<file path="config.mk">
export PLATFORM = sky130hd
export DESIGN_NAME = spi_adc_reader_with_ema_filter
export DESIGN_NICKNAME = d
export VERILOG_FILES = /design/src/rtl/sadc_pkg.sv /design/src/rtl/spi_adc_reader_with_ema_filter.sv /design/src/rtl/sadc_filter.sv /design/src/rtl/sadc_seq.sv /design/src/rtl/sadc_outbuf.sv
export SDC_FILE = /design/constraint.sdc
export NUM_CORES = 1
export LEC_CHECK = 0
export ABC_CLOCK_PERIOD_IN_PS = 18900
export BUFFER_PORTS_ARGS = -buffer_cell sky130_fd_sc_hd__buf_2
export CAP_MARGIN = 20
export CORE_ASPECT_RATIO = 1.25
export CORE_MARGIN = 2
export CORE_UTILIZATION = 55
export DETAILED_ROUTE_END_ITERATION = 8
export GPL_TIMING_DRIVEN = 0
export HOLD_SLACK_MARGIN = 0.12
export PLACE_DENSITY = 0.72
export SYNTH_ARGS = -nofsm -noshare
export SYNTH_HDL_FRONTEND = slang
export SYNTH_SLANG_ARGS = --single-unit
</file>
<file path="constraint.sdc">
create_clock -name i_clk -period 18.9 [get_ports i_clk]
set_clock_uncertainty 0.2 [all_clocks]
set_input_delay 3.78 -clock i_clk [delete_from_list [all_inputs] [get_ports i_clk]]
set_output_delay 3.78 -clock i_clk [all_outputs]
set_load 0.05 [all_outputs]
</file>
<file path="src/rtl/sadc_pkg.sv">
// Shared types, codes and helper functions of the SPI ADC reader with filter.
// No dependencies; every other file of the block imports this package.
`default_nettype none

package sadc_pkg;

    localparam int unsigned SADC_NUM_POTS    = 14;
    localparam int unsigned SADC_NUM_MOTORS  = 8;
    localparam int unsigned SADC_CH_PER_ADC  = 7;

    localparam int SADC_IDX_W    = 4;
    localparam int SADC_VAL_W    = 16;
    localparam int SADC_SAMPLE_W = 10;
    localparam int SADC_SHIFT_W  = 3;
    localparam int SADC_ADDR_W   = 3;
    localparam int SADC_DATA_W   = 32;

    localparam logic [SADC_IDX_W:0]   SADC_NUM_POTS_W   = (SADC_IDX_W+1)'(SADC_NUM_POTS);
    localparam logic [SADC_IDX_W:0]   SADC_NUM_MOTORS_W = (SADC_IDX_W+1)'(SADC_NUM_MOTORS);

    localparam logic [1:0] MODE_POT   = 2'd0;
    localparam logic [1:0] MODE_MOTOR = 2'd1;
    localparam logic [1:0] MODE_BYTE  = 2'd2;

    localparam logic [1:0] PH_IDLE  = 2'd0;
    localparam logic [1:0] PH_WAIT1 = 2'd1;
    localparam logic [1:0] PH_WAIT2 = 2'd2;
    localparam logic [1:0] PH_WAIT3 = 2'd3;

    localparam logic [1:0] ST_OK          = 2'd0;
    localparam logic [1:0] ST_BAD_INDEX   = 2'd1;
    localparam logic [1:0] ST_OUT_OF_TURN = 2'd2;

    localparam logic       KIND_POT   = 1'b0;
    localparam logic       KIND_MOTOR = 1'b1;

    localparam logic [1:0] SEL_NONE  = 2'd3;
    localparam logic [1:0] MOTOR_ADC = 2'd2;
    localparam logic [1:0] MAX_ADC   = 2'd2;

    localparam logic [7:0] TX_START    = 8'h01;
    localparam logic [7:0] TX_CMD_BASE = 8'h80;
    localparam logic [7:0] TX_DUMMY    = 8'h00;

    localparam logic [SADC_SHIFT_W-1:0] SHIFT_RESET = 3'd4;
    localparam logic                    REG_FILTER_SHIFT = 1'b0;

    typedef struct packed {
        logic [1:0]            mode;
        logic [SADC_IDX_W-1:0] index;
        logic [7:0]            rx_byte;
    } t_in;

    typedef struct packed {
        logic                  tx_valid;
        logic [7:0]            tx_byte;
        logic [1:0]            select_line;
        logic                  select_active;
        logic                  done_res;
        logic [1:0]            status;
        logic                  kind;
        logic [SADC_IDX_W-1:0] result_index;
        logic [SADC_VAL_W-1:0] value;
    } t_out;

    typedef struct packed {
        logic                     we;
        logic [SADC_IDX_W-1:0]    idx;
        logic [SADC_SAMPLE_W-1:0] sample;
    } t_filt_req;

    // Both helpers are constant tables over every index value.
    function automatic logic [SADC_IDX_W-1:0] pot_adc(input logic [SADC_IDX_W-1:0] idx);
        logic [SADC_IDX_W-1:0] q;
        q = '0;
        for (int i = 0; i < (1 << SADC_IDX_W); i++) begin
            if (idx == SADC_IDX_W'(i)) begin
                q = SADC_IDX_W'(i / SADC_CH_PER_ADC);
            end
        end
        return q;
    endfunction

    function automatic logic [SADC_IDX_W-1:0] pot_chan(input logic [SADC_IDX_W-1:0] idx);
        logic [SADC_IDX_W-1:0] r;
        r = '0;
        for (int i = 0; i < (1 << SADC_IDX_W); i++) begin
            if (idx == SADC_IDX_W'(i)) begin
                r = SADC_IDX_W'(i % SADC_CH_PER_ADC);
            end
        end
        return r;
    endfunction

endpackage

`default_nettype wire

</file>
<file path="src/rtl/spi_adc_reader_with_ema_filter.sv">
// A result beat is registered (result register, or skid stage while output stalls).
// Throughput: one input beat per cycle while o_in_stall is low; the result register
// plus skid stage lets input continue for one beat while the output side stalls.
// Reset (synchronous, active low): sequencer idle, filter store cleared at once,
// filter_shift set to 4, result buffer empty.
// Depends on sadc_pkg, sadc_seq, sadc_filter and sadc_outbuf.
`default_nettype none

module spi_adc_reader_with_ema_filter (
    input  wire logic                               i_clk,
    input  wire logic                               i_rst_n,
    input  wire logic                               i_in_valid,
    output logic                                    o_in_stall,
    input  wire sadc_pkg::t_in                      i_in_data,
    output logic                                    o_out_valid,
    input  wire logic                               i_out_stall,
    output sadc_pkg::t_out                          o_out_data,
    input  wire logic                               psel,
    input  wire logic                               penable,
    input  wire logic                               pwrite,
    input  wire logic [sadc_pkg::SADC_ADDR_W-1:0]   paddr,
    input  wire logic [sadc_pkg::SADC_DATA_W-1:0]   pwdata,
    output logic [sadc_pkg::SADC_DATA_W-1:0]        prdata,
    output logic                                    pready
);
    import sadc_pkg::*;

    logic [SADC_SHIFT_W-1:0] r_shift;
    logic                    accept;
    logic                    full;
    t_filt_req               filt_req;
    logic [SADC_VAL_W-1:0]   filt_y;
    t_out                    result;

    assign pready     = 1'b1;
    assign o_in_stall = full;
    assign accept     = i_in_valid && !full;

    always_ff @(posedge i_clk) begin
        if (!i_rst_n) begin
            r_shift <= SHIFT_RESET;
        end else if (psel && penable && pwrite && pready &&
                     paddr[SADC_ADDR_W-1] == REG_FILTER_SHIFT) begin
            r_shift <= pwdata[SADC_SHIFT_W-1:0];
        end
    end

    always_comb begin
        prdata = '0;
        if (paddr[SADC_ADDR_W-1] == REG_FILTER_SHIFT) begin
            prdata = SADC_DATA_W'(r_shift);
        end
    end

    sadc_filter u_filter (
        .i_clk   (i_clk),
        .i_rst_n (i_rst_n),
        .i_shift (r_shift),
        .i_req   (filt_req),
        .o_y     (filt_y)
    );

    sadc_seq u_seq (
        .i_clk      (i_clk),
        .i_rst_n    (i_rst_n),
        .i_accept   (accept),
        .i_item     (i_in_data),
        .i_filt_y   (filt_y),
        .o_filt_req (filt_req),
        .o_result   (result)
    );

    sadc_outbuf u_outbuf (
        .i_clk   (i_clk),
        .i_rst_n (i_rst_n),
        .i_push  (accept),
        .i_data  (result),
        .o_full  (full),
        .o_valid (o_out_valid),
        .i_stall (i_out_stall),
        .o_data  (o_out_data)
    );

endmodule

`default_nettype wire

</file>
<file path="src/rtl/sadc_filter.sv">
// Per-pot exponential filter: sample scaling, store and one update per pot read.
// Depends on sadc_pkg.
`default_nettype none

module sadc_filter (
    input  wire logic                              i_clk,
    input  wire logic                              i_rst_n,
    input  wire logic [sadc_pkg::SADC_SHIFT_W-1:0] i_shift,
    input  wire sadc_pkg::t_filt_req               i_req,
    output logic [sadc_pkg::SADC_VAL_W-1:0]        o_y
);
    import sadc_pkg::*;

    logic [SADC_VAL_W-1:0] r_store [SADC_NUM_POTS];
    logic [SADC_VAL_W-1:0] prev;
    logic [SADC_VAL_W-1:0] x;
    logic signed [SADC_VAL_W:0] diff;
    logic signed [SADC_VAL_W:0] step;

    always_comb begin
        prev = r_store[i_req.idx];
        x    = SADC_VAL_W'(i_req.sample) << i_shift;
        diff = $signed({1'b0, x}) - $signed({1'b0, prev});
        step = diff >>> i_shift;
        o_y  = prev + step[SADC_VAL_W-1:0];
    end

    always_ff @(posedge i_clk) begin
        if (!i_rst_n) begin
            for (int i = 0; i < SADC_NUM_POTS; i++) begin
                r_store[i] <= '0;
            end
        end else if (i_req.we) begin
            r_store[i_req.idx] <= o_y;
        end
    end

endmodule

`default_nettype wire

</file>
<file path="src/rtl/sadc_seq.sv">
// Read sequencer: request checks, three-byte exchange and result assembly.
// Depends on sadc_pkg; drives the filter update through a t_filt_req.
`default_nettype none

module sadc_seq (
    input  wire logic                          i_clk,
    input  wire logic                          i_rst_n,
    input  wire logic                          i_accept,
    input  wire sadc_pkg::t_in                 i_item,
    input  wire logic [sadc_pkg::SADC_VAL_W-1:0] i_filt_y,
    output sadc_pkg::t_filt_req                o_filt_req,
    output sadc_pkg::t_out                     o_result
);
    import sadc_pkg::*;

    logic [1:0]            r_phase, n_phase;
    logic                  r_kind, n_kind;
    logic [SADC_IDX_W-1:0] r_index, n_index;
    logic [1:0]            r_high, n_high;

    logic [1:0]            req_adc;
    logic                  req_bad;
    logic [1:0]            cur_adc;
    logic [2:0]            cur_chan;
    logic [SADC_IDX_W-1:0] pq;
    logic [SADC_IDX_W-1:0] cq;
    logic [SADC_IDX_W-1:0] cr;
    logic [SADC_SAMPLE_W-1:0] sample;

    always_comb begin
        pq = pot_adc(i_item.index);
        cq = pot_adc(r_index);
        cr = pot_chan(r_index);
        if (i_item.mode == MODE_MOTOR) begin
            req_adc = MOTOR_ADC;
            req_bad = ({1'b0, i_item.index} >= SADC_NUM_MOTORS_W) || (i_item.index > 4'd7);
        end else begin
            req_adc = pq[1:0];
            req_bad = ({1'b0, i_item.index} >= SADC_NUM_POTS_W) || (pq > 4'(MAX_ADC));
        end
        if (r_kind == KIND_MOTOR) begin
            cur_adc  = MOTOR_ADC;
            cur_chan = r_index[2:0];
        end else begin
            cur_adc  = cq[1:0];
            cur_chan = cr[2:0];
        end
        sample = {r_high, i_item.rx_byte};

        n_phase = r_phase;
        n_kind  = r_kind;
        n_index = r_index;
        n_high  = r_high;

        o_result             = '0;
        o_result.select_line = SEL_NONE;
        o_result.status      = ST_OK;

        o_filt_req.we     = 1'b0;
        o_filt_req.idx    = r_index;
        o_filt_req.sample = sample;

        if (i_accept) begin
            case (i_item.mode)
                MODE_POT, MODE_MOTOR: begin
                    if (r_phase != PH_IDLE) begin
                        o_result.status = ST_OUT_OF_TURN;
                    end else if (req_bad) begin
                        o_result.status = ST_BAD_INDEX;
                    end else begin
                        n_kind                 = i_item.mode[0];
                        n_index                = i_item.index;
                        n_phase                = PH_WAIT1;
                        o_result.tx_valid      = 1'b1;
                        o_result.tx_byte       = TX_START;
                        o_result.select_line   = req_adc;
                        o_result.select_active = 1'b1;
                    end
                end
                MODE_BYTE: begin
                    if (r_phase == PH_IDLE) begin
                        o_result.status = ST_OUT_OF_TURN;
                    end else begin
                        o_result.select_line = cur_adc;
                        case (r_phase)
                            PH_WAIT1: begin
                                o_result.tx_valid      = 1'b1;
                                o_result.tx_byte       = TX_CMD_BASE | {1'b0, cur_chan, 4'b0000};
                                o_result.select_active = 1'b1;
                                n_phase                = PH_WAIT2;
                            end
                            PH_WAIT2: begin
                                n_high                 = i_item.rx_byte[1:0];
                                o_result.tx_valid      = 1'b1;
                                o_result.tx_byte       = TX_DUMMY;
                                o_result.select_active = 1'b1;
                                n_phase                = PH_WAIT3;
                            end
                            default: begin
                                o_result.done_res     = 1'b1;
                                o_result.kind         = r_kind;
                                o_result.result_index = r_index;
                                if (r_kind == KIND_POT &&
                                    {1'b0, r_index} < SADC_NUM_POTS_W) begin
                                    o_filt_req.we  = 1'b1;
                                    o_result.value = i_filt_y;
                                end else begin
                                    o_result.value = SADC_VAL_W'(sample);
                                end
                                n_phase = PH_IDLE;
                            end
                        endcase
                    end
                end
                default: begin
                    o_result.status = ST_OUT_OF_TURN;
                end
            endcase
        end
    end

    always_ff @(posedge i_clk) begin
        if (!i_rst_n) begin
            r_phase <= PH_IDLE;
            r_kind  <= KIND_POT;
            r_index <= '0;
            r_high  <= '0;
        end else begin
            r_phase <= n_phase;
            r_kind  <= n_kind;
            r_index <= n_index;
            r_high  <= n_high;
        end
    end

    a_pot_index_in_range: assert property (@(posedge i_clk) disable iff (!i_rst_n)
        (r_phase != PH_IDLE && r_kind == KIND_POT) |-> ({1'b0, r_index} < SADC_NUM_POTS_W))
        else $error("pot read in progress with an index outside the filter store");

    a_motor_index_in_range: assert property (@(posedge i_clk) disable iff (!i_rst_n)
        (r_phase != PH_IDLE && r_kind == KIND_MOTOR) |->
        ({1'b0, r_index} < SADC_NUM_MOTORS_W))
        else $error("motor read in progress with a bad index");

endmodule

`default_nettype wire

</file>
<file path="src/rtl/sadc_outbuf.sv">
// Result register with a skid stage, so a new beat can enter while one waits.
// Depends on sadc_pkg for the result type.
`default_nettype none

module sadc_outbuf (
    input  wire logic           i_clk,
    input  wire logic           i_rst_n,
    input  wire logic           i_push,
    input  wire sadc_pkg::t_out i_data,
    output logic                o_full,
    output logic                o_valid,
    input  wire logic           i_stall,
    output sadc_pkg::t_out      o_data
);
    import sadc_pkg::*;

    logic r_main_valid;
    logic r_skid_valid;
    t_out r_main;
    t_out r_skid;
    logic take;

    assign take    = r_main_valid && !i_stall;
    assign o_full  = r_skid_valid;
    assign o_valid = r_main_valid;
    assign o_data  = r_main;

    always_ff @(posedge i_clk) begin
        if (!i_rst_n) begin
            r_main_valid <= 1'b0;
            r_skid_valid <= 1'b0;
        end else if (take || !r_main_valid) begin
            if (r_skid_valid) begin
                r_main_valid <= 1'b1;
                r_skid_valid <= 1'b0;
            end else begin
                r_main_valid <= i_push;
            end
        end else if (i_push) begin
            r_skid_valid <= 1'b1;
        end
    end

    always_ff @(posedge i_clk) begin
        if (take || !r_main_valid) begin
            if (r_skid_valid) begin
                r_main <= r_skid;
            end else if (i_push) begin
                r_main <= i_data;
            end
        end else if (i_push) begin
            r_skid <= i_data;
        end
    end

    a_skid_needs_main: assert property (@(posedge i_clk) disable iff (!i_rst_n)
        r_skid_valid |-> r_main_valid)
        else $error("skid stage holds a beat while the result register is empty");

    a_no_push_when_full: assert property (@(posedge i_clk) disable iff (!i_rst_n)
        r_skid_valid |-> !i_push)
        else $error("beat pushed into a full result buffer");

    a_skid_drains: assert property (@(posedge i_clk) disable iff (!i_rst_n)
        (r_skid_valid && !i_stall) |=> (r_main_valid && !r_skid_valid))
        else $error("skid beat did not move to the result register");

endmodule

`default_nettype wire

</file>
==> reports/qor.yml <==
routing:
  drt-initial-drc-count: 987
  drc: 0
  drt_first_pass_iters: 5
  route.antenna.remaining_nets: 0
  drt_wl_total_mm: 40.2
  viasPerCell: 5.77
  vias: 11100
  wire_per_inst_um: 20.9
min_path:
  min_path_type: "reg2reg"
  hold_end: "u_outbuf.o_full"
  holdPathStages: 2
  min_from: "u_outbuf.o_valid"
sta:
  setup_viol: 0
  period_minus_slack_ps: 9620
  setup_tns_ps: 0
  maxSlewViolCount: 0
  fin_hold_ws_ps: 328
  fin_ws_ps: 9280
  max_freq_ghz: 0.104
  timing.final.crit_share_pct: 50.9
  relSlewSlack_pct: 32.4
  rsz0062_at_grt: "false"
  worst_slew_pin_slew_ps: 1010
  hold_violations: 0
yosys:
  synth_warnings: 0
  synth_common_cells: "edfxtp_1, nor2_1, nand2_1"
  syn_avg_cell_area_um2: 12.7
  synth.distinct_cells: 63
  synth-edff-count: 320
  syn_area_mm2: 0.0170
  ys_top_cells_by_area: "edfxtp_1, mux4_2, nor2_1"
  async_flop_share_pct: 0
  synth_seq_cells: 338
  synth_flop_cell: "edfxtp_1"
  synth_top_cell_by_area: "edfxtp_1"
  syn-instance-count: 1332
  post-synth-top-count-cell: "edfxtp_1"
  synth_top_area_share_pct: 56.6
  yosysSeqAreaShare_pct: 58.8
cts:
  clk_path_buf_depth: 3
  clockRootBuffer: "clkbuf_16"
  cts_hold_buf: 0
  insertion_delay_ps: 540
  clk_pin_slew_ps: 60
  cts_setup_buffers: 0
  numClockSinks: 338
  cts_inserted_buffers: 35
  h-tree-depth: 2
  cts_resized: 0
  cts_tree: "done"
worst_setup_path:
  slowest_stage: "xnor2_1"
  regToRegSetupSlack_ps: 10630
  ff2ff_path_depth: 25
  crit_family: "compound AO/OA/AOI/OAI gates"
  cp-startpoint: "i_in_data[7]"
  critPathLaunchType: "input port"
  path_common_cell: "o21ai_0"
  crit_buf_inv: 2
  crit_path_end_kind: "flop"
  critical_path_class: "in2reg"
  cp_max_fo: 10
  cp_data_required_time_ps: 18970
  slowest_delay_ps: 690
  timing.critical_path.cells: "buf_2 > mux2_2 > o21ai_0 > mux2i_1 > ha_1 > a21o_1 > a21o_1 > a22o_1 > a211oi_1 > xnor2_1 > mux4_2 > mux2_4 > ha_1 > o21ai_0 > o21ai_0 > nand2_1 > o2111ai_1 > nand2_1 > xnor2_1 > clkbuf_1 > nor2_1"
  cp.arrival_ps: 9690
  rr_endpoint: "u_filter.r_store[2][14]"
layout:
  drive_above_1_share_pct: 18.1
  syn_to_final_growth_pct: 13.1
  antenna_cells: 0
  layout.cells.non_filler: 1922
  nets: 1593
global_route:
  grt_max_degree: 33
  grt_pass1_vias: 11200
  grt.overflow.total: 0
  grt_usage_pct: 25.3
  grt_antenna_before_repair: 0
  grt_pass1_wl_mm: 62.6
pwr:
  ir_drop_uv: 76.6
  switchingPower_mw: 0.724
  powerDensity_mw_per_mm2: 114
  switching_share_pct: 33.0
  internal_power_mw: 1.47
  p_seq_share_pct: 41.5
  clock_power_share_pct: 31.7
  comb_power_share_pct: 26.8
  p_leak_nw: 7.37
placed_design:
  gp_congestion: 0.934
  dp_hpwl_mm: 30.2
  place_ws_ps: 8840
  numPortBuffers: 62
  placed_cells: 1859
floorplan:
  core_area_mm2: 0.0302
  die_w_um: 161
  rows: 71
  dieArea_mm2: 0.0323
  ios: 127
  initial_core_util_pct: 56.2
  die_h_um: 200
run_status:
  run_status: "complete, no violations"
run:
  max-cap-violations: 0
cell families after synthesis:
kind of cell,Yosys count,share of synthesized area (%)
adders and majority gates,42,3.19
AOI/OAI and AO/OA,165,6.35
xor gates and xnor gates,26,1.45
DFF,338,58.8
muxes,138,14.6
other,2,0.0443
buffers and inverters,160,4.33
and+or+nand+nor,461,11.2
placed cells by master, fill, tap and decap left out, types with 9 or more instances in the layout:
cell,n
buf_4,35
clkbuf_16,36
edfxtp_1,320
xnor2_1,17
clkbuf_1,72
o31ai_1,12
a211oi_1,13
inv_1,45
nor3_1,10
nand3_1,18
nor2_1,294
a21oi_1,45
mux2_2,33
nor2b_1,9
ha_1,40
nand2_1,92
o21ai_0,34
buf_2,64
and2_1,10
conb_1,65
mux4_2,82
buf_1,12
dfxtp_1,18
mux2i_1,20
cell type report:
cell class	instances	area (um^2)
fill	2330	11000
sequential	338	9970
multi-input combinational	897	6510
clock buffer	43	927
buffer	114	562
tap	401	502
timing repair buffer	63	330
clock inverter	20	218
inverter	46	173
how the worst max path moves through the flow:
stage / end / slack (ps) / cells past startpoint
after global routing: u_filter.r_store[11][12] / 8860 / 23
after floorplan: u_filter.r_store[0][14] / 10080 / 23
after global placement: u_filter.r_store[14][12] / 8800 / 23
final: u_filter.r_store[11][12] / 9280 / 21
after CTS: u_filter.r_store[11][12] / 9340 / 23
after detailed placement: u_filter.r_store[2][14] / 8840 / 24
sequential cells by signal, indices dropped and copies added (netlist names), named ones only:
register,count
u_filter.r_store,256
u_outbuf.r_skid,32
u_seq.r_index,4
u_seq.r_kind,1
r_shift,3
u_seq.r_high,2
u_seq.r_phase,2
u_outbuf.o_data,32
u_outbuf.o_full,1
u_outbuf.o_valid,1
through the flow:
step	power [mW]	area (um^2)	util (%)
after floorplan	1.33	17200	-
after global placement	1.48	18000	59.6
after detailed placement	1.50	18000	59.7
after CTS	2.19	19200	63.5
after global routing	2.29	19200	63.5
final	2.20	19200	63.5
worst register-to-register path: cells and delay by family, from the launching register on:
| family | cells | cell delay (ps) |
|---|---|---|
| mux | 5 | 1880 |
| compound gates | 8 | 1930 |
| xor+xnor | 2 | 730 |
| flops | 1 | 310 |
| fa+ha+maj | 3 | 980 |
| simple gates | 3 | 360 |
| buf+inv | 4 | 1610 |
power by group through the flow:
stage	logic, mW	clock network (mW)	registers (mW)
6_report	0.588	0.696	0.911
5_1_grt	0.647	0.728	0.916
4_1_cts	0.583	0.700	0.911
3_5_place_dp	0.578	0	0.927
3_3_place_gp	0.561	0	0.923
2_1_floorplan	0.396	0	0.938
metal layers:
layer,GRT usage [%],vias up,routed length (um)
li1,-,5112,-
met1,31.3,5436,15600
met2,43.9,443,20400
met3,3.73,101,2350
met4,11.7,0,1870
met5,0,-,0
No activity file was read; power rests on OpenSTA's default activity.
